<file path="src/rtl/msmf_pkg.sv">
// shared types and constants for the midi event to smf track byte encoder
// no dependencies; imported by msmf_ctrl, msmf_dp and the top level
`default_nettype none

package msmf_pkg;

  // field widths
  localparam int unsigned TICK_W  = 32;
  localparam int unsigned TRACK_W = 4;
  localparam int unsigned SEL_W   = 5;
  localparam int unsigned BYTE_W  = 8;
  localparam int unsigned COUNT_W = 32;
  localparam int unsigned VLQ_W   = 28;
  localparam int unsigned GRP_W   = 7;

  // opcodes carried on the input tuser
  localparam logic OP_EVENT = 1'b0;
  localparam logic OP_START = 1'b1;

  // register word select (paddr bit 2)
  localparam logic REG_SEL_TRACK = 1'b0;

  // constants of the encoding
  localparam logic [SEL_W-1:0]  TRACK_NONE     = 5'd16;
  localparam logic [BYTE_W-1:0] REALTIME_FIRST = 8'hf8;
  localparam logic [VLQ_W-1:0]  DELTA_MAX      = 28'hfffffff;

  // message types from the status high nibble
  localparam logic [3:0] KIND_NOTE_OFF  = 4'h8;
  localparam logic [3:0] KIND_NOTE_ON   = 4'h9;
  localparam logic [3:0] KIND_POLY_AT   = 4'ha;
  localparam logic [3:0] KIND_CTRL      = 4'hb;
  localparam logic [3:0] KIND_PROGRAM   = 4'hc;
  localparam logic [3:0] KIND_CHAN_AT   = 4'hd;
  localparam logic [3:0] KIND_PITCH     = 4'he;

  // controller states
  typedef enum logic [2:0] {
    ST_IDLE,
    ST_EVAL,
    ST_DELTA,
    ST_STATUS,
    ST_DATA1,
    ST_DATA2
  } msmf_state_t;

  // source of an emitted byte
  typedef enum logic [1:0] {
    SRC_DELTA,
    SRC_STATUS,
    SRC_DATA1,
    SRC_DATA2
  } msmf_src_t;

  // commands from controller to datapath
  typedef struct packed {
    logic      capture;
    logic      eval;
    logic      emit;
    msmf_src_t src;
    logic      last;
  } msmf_cmd_t;

  // status from datapath to controller
  typedef struct packed {
    logic start;
    logic drop;
    logic two_data;
    logic last_group;
    logic out_free;
  } msmf_stat_t;

endpackage

`default_nettype wire

</file>
<file path="src/rtl/midi_event_to_smf_track_bytes.sv">
// Encodes timestamped MIDI channel events into Standard MIDI File track body
// bytes: a variable-length tick delta (1 to 4 bytes), the status byte, and one
// or two data bytes, each with the running track byte count. Realtime status,
// events of other tracks and non-channel types are dropped; tuser = 1 starts a
// new track (clears last tick and count). One event is handled at a time: the
// input is taken in idle, evaluated in the next cycle (subtract, saturate,
// group split), then one byte leaves per cycle through the output register
// while the output side can take it. A dropped or start transaction goes back
// to idle straight from evaluation. selected_track resets to 16 (no track).
// depends on msmf_pkg, msmf_ctrl, msmf_dp
`default_nettype none

module midi_event_to_smf_track_bytes
  import msmf_pkg::*;
(
  input  wire logic        clk,
  input  wire logic        rst_n,
  // input stream
  input  wire logic        in_tvalid,
  output logic             in_tready,
  input  wire logic [63:0] in_tdata,  // event_tick[31:0], track_number[35:32],
                                      // status_byte[43:36], data_one[51:44],
                                      // data_two[59:52], zero[63:60]
  input  wire logic        in_tuser,  // opcode
  // result stream
  output logic             out_tvalid,
  input  wire logic        out_tready,
  output logic [39:0]      out_tdata, // out_byte[7:0], track_byte_count[39:8]
  output logic             out_tlast, // last_of_event
  // configuration
  input  wire logic        cfg_psel,
  input  wire logic        cfg_penable,
  input  wire logic        cfg_pwrite,
  input  wire logic [2:0]  cfg_paddr,
  input  wire logic [31:0] cfg_pwdata,
  output logic [31:0]      cfg_prdata,
  output logic             cfg_pready
);

  msmf_cmd_t           cmd;
  msmf_stat_t          stat;
  logic                sel_we;
  logic [SEL_W-1:0]    sel_track;
  logic [BYTE_W-1:0]   out_byte;
  logic [COUNT_W-1:0]  out_count;

  // register access
  assign cfg_pready = 1'b1;
  assign sel_we     = cfg_psel && cfg_penable && cfg_pwrite && cfg_pready &&
                      (cfg_paddr[2] == REG_SEL_TRACK);
  assign cfg_prdata = (cfg_paddr[2] == REG_SEL_TRACK) ?
                      {{(32-SEL_W){1'b0}}, sel_track} : 32'd0;

  msmf_ctrl u_ctrl (
    .clk      (clk),
    .rst_n    (rst_n),
    .in_valid (in_tvalid),
    .in_ready (in_tready),
    .stat     (stat),
    .cmd      (cmd)
  );

  msmf_dp u_dp (
    .clk        (clk),
    .rst_n      (rst_n),
    .cmd        (cmd),
    .stat       (stat),
    .in_opcode  (in_tuser),
    .in_tick    (in_tdata[31:0]),
    .in_track   (in_tdata[35:32]),
    .in_status  (in_tdata[43:36]),
    .in_data1   (in_tdata[51:44]),
    .in_data2   (in_tdata[59:52]),
    .sel_we     (sel_we),
    .sel_wdata  (cfg_pwdata[SEL_W-1:0]),
    .sel_track  (sel_track),
    .out_ready  (out_tready),
    .out_valid  (out_tvalid),
    .out_byte   (out_byte),
    .out_last   (out_tlast),
    .out_count  (out_count)
  );

  assign out_tdata = {out_count, out_byte};

endmodule

`default_nettype wire

</file>
<file path="src/rtl/msmf_ctrl.sv">
// controller state machine for the smf track byte encoder
// depends on msmf_pkg; drives msmf_dp through command and status structs
`default_nettype none

module msmf_ctrl
  import msmf_pkg::*;
(
  input  wire logic       clk,
  input  wire logic       rst_n,
  input  wire logic       in_valid,
  output logic            in_ready,
  input  wire msmf_stat_t stat,
  output msmf_cmd_t       cmd
);

  msmf_state_t state_r, state_nxt;

  // state register
  always_ff @(posedge clk) begin
    if (!rst_n) begin
      state_r <= ST_IDLE;
    end else begin
      state_r <= state_nxt;
    end
  end

  // next state
  always_comb begin
    state_nxt = state_r;
    case (state_r)
      ST_IDLE: begin
        if (in_valid) state_nxt = ST_EVAL;
      end
      ST_EVAL: begin
        if (stat.start || stat.drop) state_nxt = ST_IDLE;
        else                         state_nxt = ST_DELTA;
      end
      ST_DELTA: begin
        if (stat.out_free && stat.last_group) state_nxt = ST_STATUS;
      end
      ST_STATUS: begin
        if (stat.out_free) state_nxt = ST_DATA1;
      end
      ST_DATA1: begin
        if (stat.out_free) state_nxt = stat.two_data ? ST_DATA2 : ST_IDLE;
      end
      ST_DATA2: begin
        if (stat.out_free) state_nxt = ST_IDLE;
      end
      default: state_nxt = ST_IDLE;
    endcase
  end

  // outputs
  always_comb begin
    in_ready    = 1'b0;
    cmd.capture = 1'b0;
    cmd.eval    = 1'b0;
    cmd.emit    = 1'b0;
    cmd.src     = SRC_DELTA;
    cmd.last    = 1'b0;
    case (state_r)
      ST_IDLE: begin
        in_ready    = 1'b1;
        cmd.capture = in_valid;
      end
      ST_EVAL: begin
        cmd.eval = 1'b1;
      end
      ST_DELTA: begin
        cmd.emit = stat.out_free;
        cmd.src  = SRC_DELTA;
      end
      ST_STATUS: begin
        cmd.emit = stat.out_free;
        cmd.src  = SRC_STATUS;
      end
      ST_DATA1: begin
        cmd.emit = stat.out_free;
        cmd.src  = SRC_DATA1;
        cmd.last = !stat.two_data;
      end
      ST_DATA2: begin
        cmd.emit = stat.out_free;
        cmd.src  = SRC_DATA2;
        cmd.last = 1'b1;
      end
      default: begin
        in_ready = 1'b0;
      end
    endcase
  end

  // an event reaching the status byte always came through the delta bytes
  assert property (@(posedge clk) disable iff (!rst_n)
    (state_r == ST_STATUS) && !$past(state_r == ST_STATUS) |->
      $past(state_r == ST_DELTA))
    else $error("status phase entered without delta phase");

  // a byte is only emitted when the output register can take it
  assert property (@(posedge clk) disable iff (!rst_n)
    cmd.emit |-> stat.out_free)
    else $error("emit while output register full");

  // no new transaction while an event is in progress
  assert property (@(posedge clk) disable iff (!rst_n)
    (state_r != ST_IDLE) |-> !cmd.capture)
    else $error("capture outside idle");

endmodule

`default_nettype wire

</file>
<file path="src/rtl/msmf_dp.sv">
// datapath of the smf track byte encoder: input capture, filter, delta vlq,
// tick and byte count state, output register; depends on msmf_pkg
`default_nettype none

module msmf_dp
  import msmf_pkg::*;
(
  input  wire logic                clk,
  input  wire logic                rst_n,
  input  wire msmf_cmd_t           cmd,
  output msmf_stat_t               stat,
  // captured input fields
  input  wire logic                in_opcode,
  input  wire logic [TICK_W-1:0]   in_tick,
  input  wire logic [TRACK_W-1:0]  in_track,
  input  wire logic [BYTE_W-1:0]   in_status,
  input  wire logic [BYTE_W-1:0]   in_data1,
  input  wire logic [BYTE_W-1:0]   in_data2,
  // configuration
  input  wire logic                sel_we,
  input  wire logic [SEL_W-1:0]    sel_wdata,
  output logic [SEL_W-1:0]         sel_track,
  // result register
  input  wire logic                out_ready,
  output logic                     out_valid,
  output logic [BYTE_W-1:0]        out_byte,
  output logic                     out_last,
  output logic [COUNT_W-1:0]       out_count
);

  logic                opcode_r;
  logic [TICK_W-1:0]   tick_r;
  logic [TRACK_W-1:0]  track_r;
  logic [BYTE_W-1:0]   status_r, data1_r, data2_r;
  logic [SEL_W-1:0]    sel_r;
  logic [TICK_W-1:0]   last_tick_r;
  logic [COUNT_W-1:0]  count_r;
  logic [VLQ_W-1:0]    vlq_r;
  logic [2:0]          grp_left_r;
  logic                two_data_r;
  logic                out_valid_r;
  logic [BYTE_W-1:0]   out_byte_r;
  logic                out_last_r;
  logic [COUNT_W-1:0]  out_count_r;

  logic [TICK_W-1:0]   diff;
  logic [VLQ_W-1:0]    delta_sat;
  logic [2:0]          ngroups;
  logic [VLQ_W-1:0]    vlq_load;
  logic                kind_ok, kind_two;
  logic                drop;
  logic [BYTE_W-1:0]   emit_byte;
  logic [COUNT_W-1:0]  count_inc;

  // input capture
  always_ff @(posedge clk) begin
    if (cmd.capture) begin
      opcode_r <= in_opcode;
      tick_r   <= in_tick;
      track_r  <= in_track;
      status_r <= in_status;
      data1_r  <= in_data1;
      data2_r  <= in_data2;
    end
  end

  // selected track register
  always_ff @(posedge clk) begin
    if (!rst_n) begin
      sel_r <= TRACK_NONE;
    end else if (sel_we) begin
      sel_r <= sel_wdata;
    end
  end

  // message type decode
  always_comb begin
    kind_ok  = 1'b0;
    kind_two = 1'b0;
    case (status_r[7:4])
      KIND_NOTE_OFF, KIND_NOTE_ON, KIND_POLY_AT, KIND_CTRL, KIND_PITCH: begin
        kind_ok  = 1'b1;
        kind_two = 1'b1;
      end
      KIND_PROGRAM, KIND_CHAN_AT: begin
        kind_ok = 1'b1;
      end
      default: begin
        kind_ok = 1'b0;
      end
    endcase
  end

  // filter: realtime, track mismatch, non channel type
  assign drop = (status_r >= REALTIME_FIRST) || ({1'b0, track_r} != sel_r) || !kind_ok;

  // delta, saturated, and left-aligned vlq groups
  assign diff      = tick_r - last_tick_r;
  assign delta_sat = (diff[TICK_W-1:VLQ_W] != '0) ? DELTA_MAX : diff[VLQ_W-1:0];

  always_comb begin
    if (delta_sat[27:21] != '0) begin
      ngroups  = 3'd4;
      vlq_load = delta_sat;
    end else if (delta_sat[20:14] != '0) begin
      ngroups  = 3'd3;
      vlq_load = {delta_sat[20:0], 7'b0};
    end else if (delta_sat[13:7] != '0) begin
      ngroups  = 3'd2;
      vlq_load = {delta_sat[13:0], 14'b0};
    end else begin
      ngroups  = 3'd1;
      vlq_load = {delta_sat[6:0], 21'b0};
    end
  end

  // byte select for the current emit
  always_comb begin
    case (cmd.src)
      SRC_DELTA:  emit_byte = {grp_left_r != 3'd1, vlq_r[VLQ_W-1 -: GRP_W]};
      SRC_STATUS: emit_byte = status_r;
      SRC_DATA1:  emit_byte = data1_r;
      SRC_DATA2:  emit_byte = data2_r;
      default:    emit_byte = status_r;
    endcase
  end

  assign count_inc = count_r + 1'b1;

  // tick and count state
  always_ff @(posedge clk) begin
    if (!rst_n) begin
      last_tick_r <= '0;
      count_r     <= '0;
    end else if (cmd.eval && opcode_r == OP_START) begin
      last_tick_r <= '0;
      count_r     <= '0;
    end else begin
      if (cmd.eval && !drop) last_tick_r <= tick_r;
      if (cmd.emit)          count_r     <= count_inc;
    end
  end

  // vlq shift register and group counter
  always_ff @(posedge clk) begin
    if (!rst_n) begin
      grp_left_r <= '0;
    end else if (cmd.eval) begin
      grp_left_r <= ngroups;
    end else if (cmd.emit && cmd.src == SRC_DELTA) begin
      grp_left_r <= grp_left_r - 1'b1;
    end
  end

  always_ff @(posedge clk) begin
    if (cmd.eval) begin
      vlq_r      <= vlq_load;
      two_data_r <= kind_two;
    end else if (cmd.emit && cmd.src == SRC_DELTA) begin
      vlq_r <= {vlq_r[VLQ_W-GRP_W-1:0], {GRP_W{1'b0}}};
    end
  end

  // output register
  always_ff @(posedge clk) begin
    if (!rst_n) begin
      out_valid_r <= 1'b0;
    end else if (cmd.emit) begin
      out_valid_r <= 1'b1;
    end else if (out_ready) begin
      out_valid_r <= 1'b0;
    end
  end

  always_ff @(posedge clk) begin
    if (cmd.emit) begin
      out_byte_r  <= emit_byte;
      out_last_r  <= cmd.last;
      out_count_r <= count_inc;
    end
  end

  assign stat.start      = (opcode_r == OP_START);
  assign stat.drop       = drop;
  assign stat.two_data   = two_data_r;
  assign stat.last_group = (grp_left_r == 3'd1);
  assign stat.out_free   = !out_valid_r || out_ready;

  assign sel_track = sel_r;
  assign out_valid = out_valid_r;
  assign out_byte  = out_byte_r;
  assign out_last  = out_last_r;
  assign out_count = out_count_r;

  // delta bytes are only taken while groups remain
  assert property (@(posedge clk) disable iff (!rst_n)
    cmd.emit && cmd.src == SRC_DELTA |-> grp_left_r != 3'd0)
    else $error("delta byte emitted with no group left");

  // each emitted byte advances the count by one
  assert property (@(posedge clk) disable iff (!rst_n)
    cmd.emit |=> count_r == $past(count_inc))
    else $error("track byte count not advanced");

  // a pending result is not overwritten
  assert property (@(posedge clk) disable iff (!rst_n)
    out_valid_r && !out_ready |-> !cmd.emit)
    else $error("result overwritten while stalled");

endmodule

`default_nettype wire

</file>
<file path="config.mk">
export PLATFORM = sky130hd
export DESIGN_NAME = midi_event_to_smf_track_bytes
export DESIGN_NICKNAME = d
export VERILOG_FILES = /design/src/rtl/msmf_pkg.sv /design/src/rtl/midi_event_to_smf_track_bytes.sv /design/src/rtl/msmf_ctrl.sv /design/src/rtl/msmf_dp.sv
export SDC_FILE = /design/constraint.sdc
export NUM_CORES = 1
export LEC_CHECK = 0
export BUFFER_PORTS_ARGS = -buffer_cell sky130_fd_sc_hd__buf_2
export CAP_MARGIN = 25
export CORE_ASPECT_RATIO = 1.25
export CORE_UTILIZATION = 45
export DETAILED_ROUTE_END_ITERATION = 6
export GPL_ROUTABILITY_DRIVEN = 1
export MAX_ROUTING_LAYER = met4
export PLACE_DENSITY = 0.66
export SLEW_MARGIN = 10
export SYNTH_ARGS = -nofsm -noshare
export SYNTH_HDL_FRONTEND = slang
export SYNTH_SLANG_ARGS = --single-unit
</file>
<file path="constraint.sdc">
create_clock -name clk -period 5.2 [get_ports clk]
set_input_delay 0.26 -clock clk [delete_from_list [all_inputs] [get_ports clk]]
set_output_delay 0.26 -clock clk [all_outputs]
set_load 0.01 [all_outputs]
</file>
==> summary.txt <==
Status
  – Outcome: finished, final reports clean

Clocking
  – Clock latency on the worst-skew pair: about 0.5 ns
  – Clk buf depth: 3
  – Root buf cell: clkbuf_16
  – CTS Buf Count: 22
  – CTS tree: done
  – CTS H-tree lvls: 1
  – Clock slew at reported path FFs: 0.06 ns
  – TritonCTS Sinks: around 210

Timing
  – Final Hold Viols: 0
  – Final setup violating endpoints: 0
  – Final Max Slew Viols: 0
  – Tmin final: between 4 and 5 ns
  – Layout Skew: between 0.009 and 0.01 ns
  – RSZ-0062 raised after global routing: no
  – Slew HR: 0.4319
  – Fmax: about 0.22 GHz
  – Post-route setup TNS: 0 ns
  – Final period util: 0.8569
  – Slew @ Worst Pin: around 0.85 ns

Synthesis
  – Number of synthesized register bits: 207
  – Netlist area before placement: approximately 11000 um2
  – Post-Synthesis Mean Instance Area: about 10 um2
  – Post-synth top cells: 131 x edfxtp_1, 116 x nor2_1, 103 x nand2_1
  – Async set-reset flop share out of synthesis: 0
  – Cells after Synth: approximately 1100
  – Ranking of synthesized cells by area: edfxtp_1 36%, dfxtp_1 14%, mux2i_1 4.9%
  – Register area share after synthesis: 0.4942
  – Yosys cell types: 75
  – YS warnings: 0
  – Post-synth EDFFs: between 100 and 150
  – Post-synth top area share: 0.3563
  – Count leader, synth: edfxtp_1
  – Primary FF master, synth: edfxtp_1
  – Post-synth top area cell: edfxtp_1

GRT
  – Gr usage total: 0.1923
  – Overflow after GRT: 0
  – First-pass GRT wire length: about 38000 um
  – Vias in the first global route: roughly 8000
  – Largest net degree at the start of global routing: 48
  – Initial antenna violation count: 0

Finish
  – Final cell count without fillers: approximately 1600
  – Final instance area: approximately 13000 um2
  – Layout cells sized above 1: 0.1419
  – Final nets: roughly 1400
  – Ant. Diodes: 0
  – Area Growth Syn to Fin: 19.04%
  – Fill count: about 2100

Drt
  – Drt first-iter violations: a little over 400
  – First drt pass iteration count: 5
  – Routed WL: 23760 um
  – Routed via count: 8405
  – Residual DRC: 0
  – Final ANT Viol Nets: 0
  – Routed WL per cell: about 15 um
  – Mean number of vias per cell: approximately 5.2

Pwr
  – Pwr/cell area: 293.6 nW/um2
  – Worst vdd ir: about 0.24 mV
  – Leak pwr: between 5 and 6 nW

Place
  – Placed inst area: 11800 um2
  – Routability-driven placement congestion ratio: 0.8871
  – Post-DP HPWL: 16490 um
  – Placed Instances: roughly 1500
  – IO buf count: 121

Floorplanning
  – Core ar.: between 20000 and 25000 um2
  – Initial Util: 0.4622
  – # rows: 63
  – Height of the die: between 150 and 200 um
  – I/O pin cnt: 183
  – Die Width: 142.1 um
  – Die ar.: ~25000 um2

Setup path
  – Crit. End Element: flip-flop
  – R2r endpoint: u_dp.vlq_r[9]$_DFFE_PP_
  – R2r setup slk: 0.74 ns
  – Critical path startpoint category: flip-flop
  – Max FO, Critical Path: 21
  – Worst R2R Path Depth: 12
  – WP data required: roughly 5.5 ns
  – Worst r2r src: u_dp.tick_r[14]$_DFFE_PP_
  – Critical path class: flip-flop to flip-flop
  – Worst Path Arrival: between 4 and 5 ns

Hold path
  – Worst hold path class: input pin to flip-flop
  – HP Start: cfg_pwdata[3]
  – Hold EP: u_dp.sel_track[3]$_SDFFE_PN0P_
  – Hold Crit Depth: 3

Run
  – Max_cap viols: 0
==> cell usage in the layout, fill, tap and decap left out, types with 7 or more instances in the layout <==
master / netlist / final
conb_1: 2 / 28
o21ai_0: 50 / 50
o21a_1: 8 / 8
dfxtp_1: 76 / 76
nor3_1: 21 / 21
mux2i_1: 54 / 54
xor2_1: 48 / 48
or3_1: 16 / 16
nand3_1: 33 / 33
buf_2: 15 / 121
o211ai_1: 10 / 10
a21oi_1: 65 / 65
inv_1: 47 / 47
dlygate4sd3_1: 0 / 62
o32ai_1: 7 / 7
xnor2_1: 39 / 39
edfxtp_1: 131 / 131
nand2_1: 103 / 102
nand2b_1: 11 / 11
clkbuf_16: 0 / 23
nor2_1: 116 / 116
nor2b_1: 16 / 16
and3_1: 12 / 12
ha_1: 34 / 34
a21o_1: 10 / 10
buf_4: 28 / 11
a31oi_1: 13 / 13
nand4_1: 15 / 15
==> cell families (layout without fill, tap and decap cells) <==
group,Yosys count,count (layout),share of synthesized area
other,2,28,0.0006803
muxes,55,55,0.04998
AOI/OAI and AO/OA,218,218,0.1259
DFF,207,207,0.4942
xor gates and xnor gates,87,87,0.06902
and+or+nand+nor,377,377,0.1633
adders and majority gates,35,35,0.04035
buffers and inverters,129,283,0.05656
==> worst max-delay path, stage by stage (launching register included) <==
cell and delay (ns):
edfxtp_1 0.40, ha_1 0.51, nand4_1 0.17, nor3_1 0.37
nor2_1 0.12, a31oi_1 0.55, o21ai_0 0.14, nor3b_1 0.16
a2111o_1 0.46, buf_4 0.24, or3_1 0.67, and3_1 0.26
o22a_1 0.15
==> area by class of cell <==
cell class                 instances  area [um2]  area share
tap                              325       406.6     0.03094
sequential                       207        5455      0.4151
clock inverter                    15       132.6     0.01009
inverter                          49       183.9     0.01400
timing repair buffer             194        1309     0.09959
multi-input combinational        800        5061      0.3851
clock buffer                      25       593.1     0.04513
==> metrics by stage <==
| stage | hold WS [ns] | worst slack (ns) | util | power (W) |
|---|---|---|---|---|
| 3_5_place_dp | 0.4381 | 0.7937 | 0.4938 | 0.002292 |
| 3_3_place_gp | 0.4365 | 0.8496 | 0.4938 | 0.002286 |
| 4_1_cts | 0.005973 | 0.7884 | 0.5502 | 0.003910 |
| 2_1_floorplan | 0.3589 | 1.546 | - | 0.002179 |
| 5_1_grt | 0.01642 | 0.4591 | 0.5502 | 0.004020 |
| 6_report | 0.01913 | 0.7441 | 0.5502 | 0.003859 |
==> metal layers <==
| layer | part of all wire | up-vias | track usage |
|---|---|---|---|
| met2 | 0.51 | 224 | 0.3470 |
| met3 | 0.049 | 39 | 0.02381 |
| met4 | 0.022 | 0 | 0.05914 |
| met5 | 0 | - | - |
| met1 | 0.42 | 3895 | 0.2205 |
| li1 | - | 4247 | - |
==> what timing repair did <==
item,CTS,global route
resized for setup,0,0
endpoints found under the setup margin,0,0
setup buffers,0,0
endpoints found under the hold margin,62,0
hold buffers,62,0
==> sequential cells by signal (all words and copies together) (netlist names), 28 cells and up <==
signal	cells
u_dp.vlq_r	28
u_dp.count_r	32
u_dp.out_count	32
u_dp.last_tick_r	32
u_dp.tick_r	32
==> power by group <==
group / switching [W] / total (W) / internal (W)
logic: 0.000269 / 0.000446 / 0.000177
registers: 0.0000314 / 0.00185 / 0.00182
clock network: 0.000644 / 0.00156 / 0.000921
==> worst max path at each step <==
| stage | to | startpoint | slack [ns] | cells after the start |
|---|---|---|---|---|
| after floorplan | u_dp.vlq_r[17]$_DFFE_PP_ | u_dp.tick_r[0]$_DFFE_PP_ | 1.55 | 16 |
| after global placement | u_dp.vlq_r[9]$_DFFE_PP_ | u_dp.tick_r[14]$_DFFE_PP_ | 0.85 | 12 |
| after detailed placement | u_dp.vlq_r[9]$_DFFE_PP_ | u_dp.tick_r[14]$_DFFE_PP_ | 0.79 | 12 |
| after CTS | u_dp.vlq_r[9]$_DFFE_PP_ | u_dp.tick_r[14]$_DFFE_PP_ | 0.79 | 12 |
| after global routing | u_dp.vlq_r[0]$_SDFFCE_PP0P_ | u_dp.tick_r[0]$_DFFE_PP_ | 0.46 | 13 |
| final | u_dp.vlq_r[9]$_DFFE_PP_ | u_dp.tick_r[14]$_DFFE_PP_ | 0.74 | 12 |
Power figures use the tool's default switching activity.
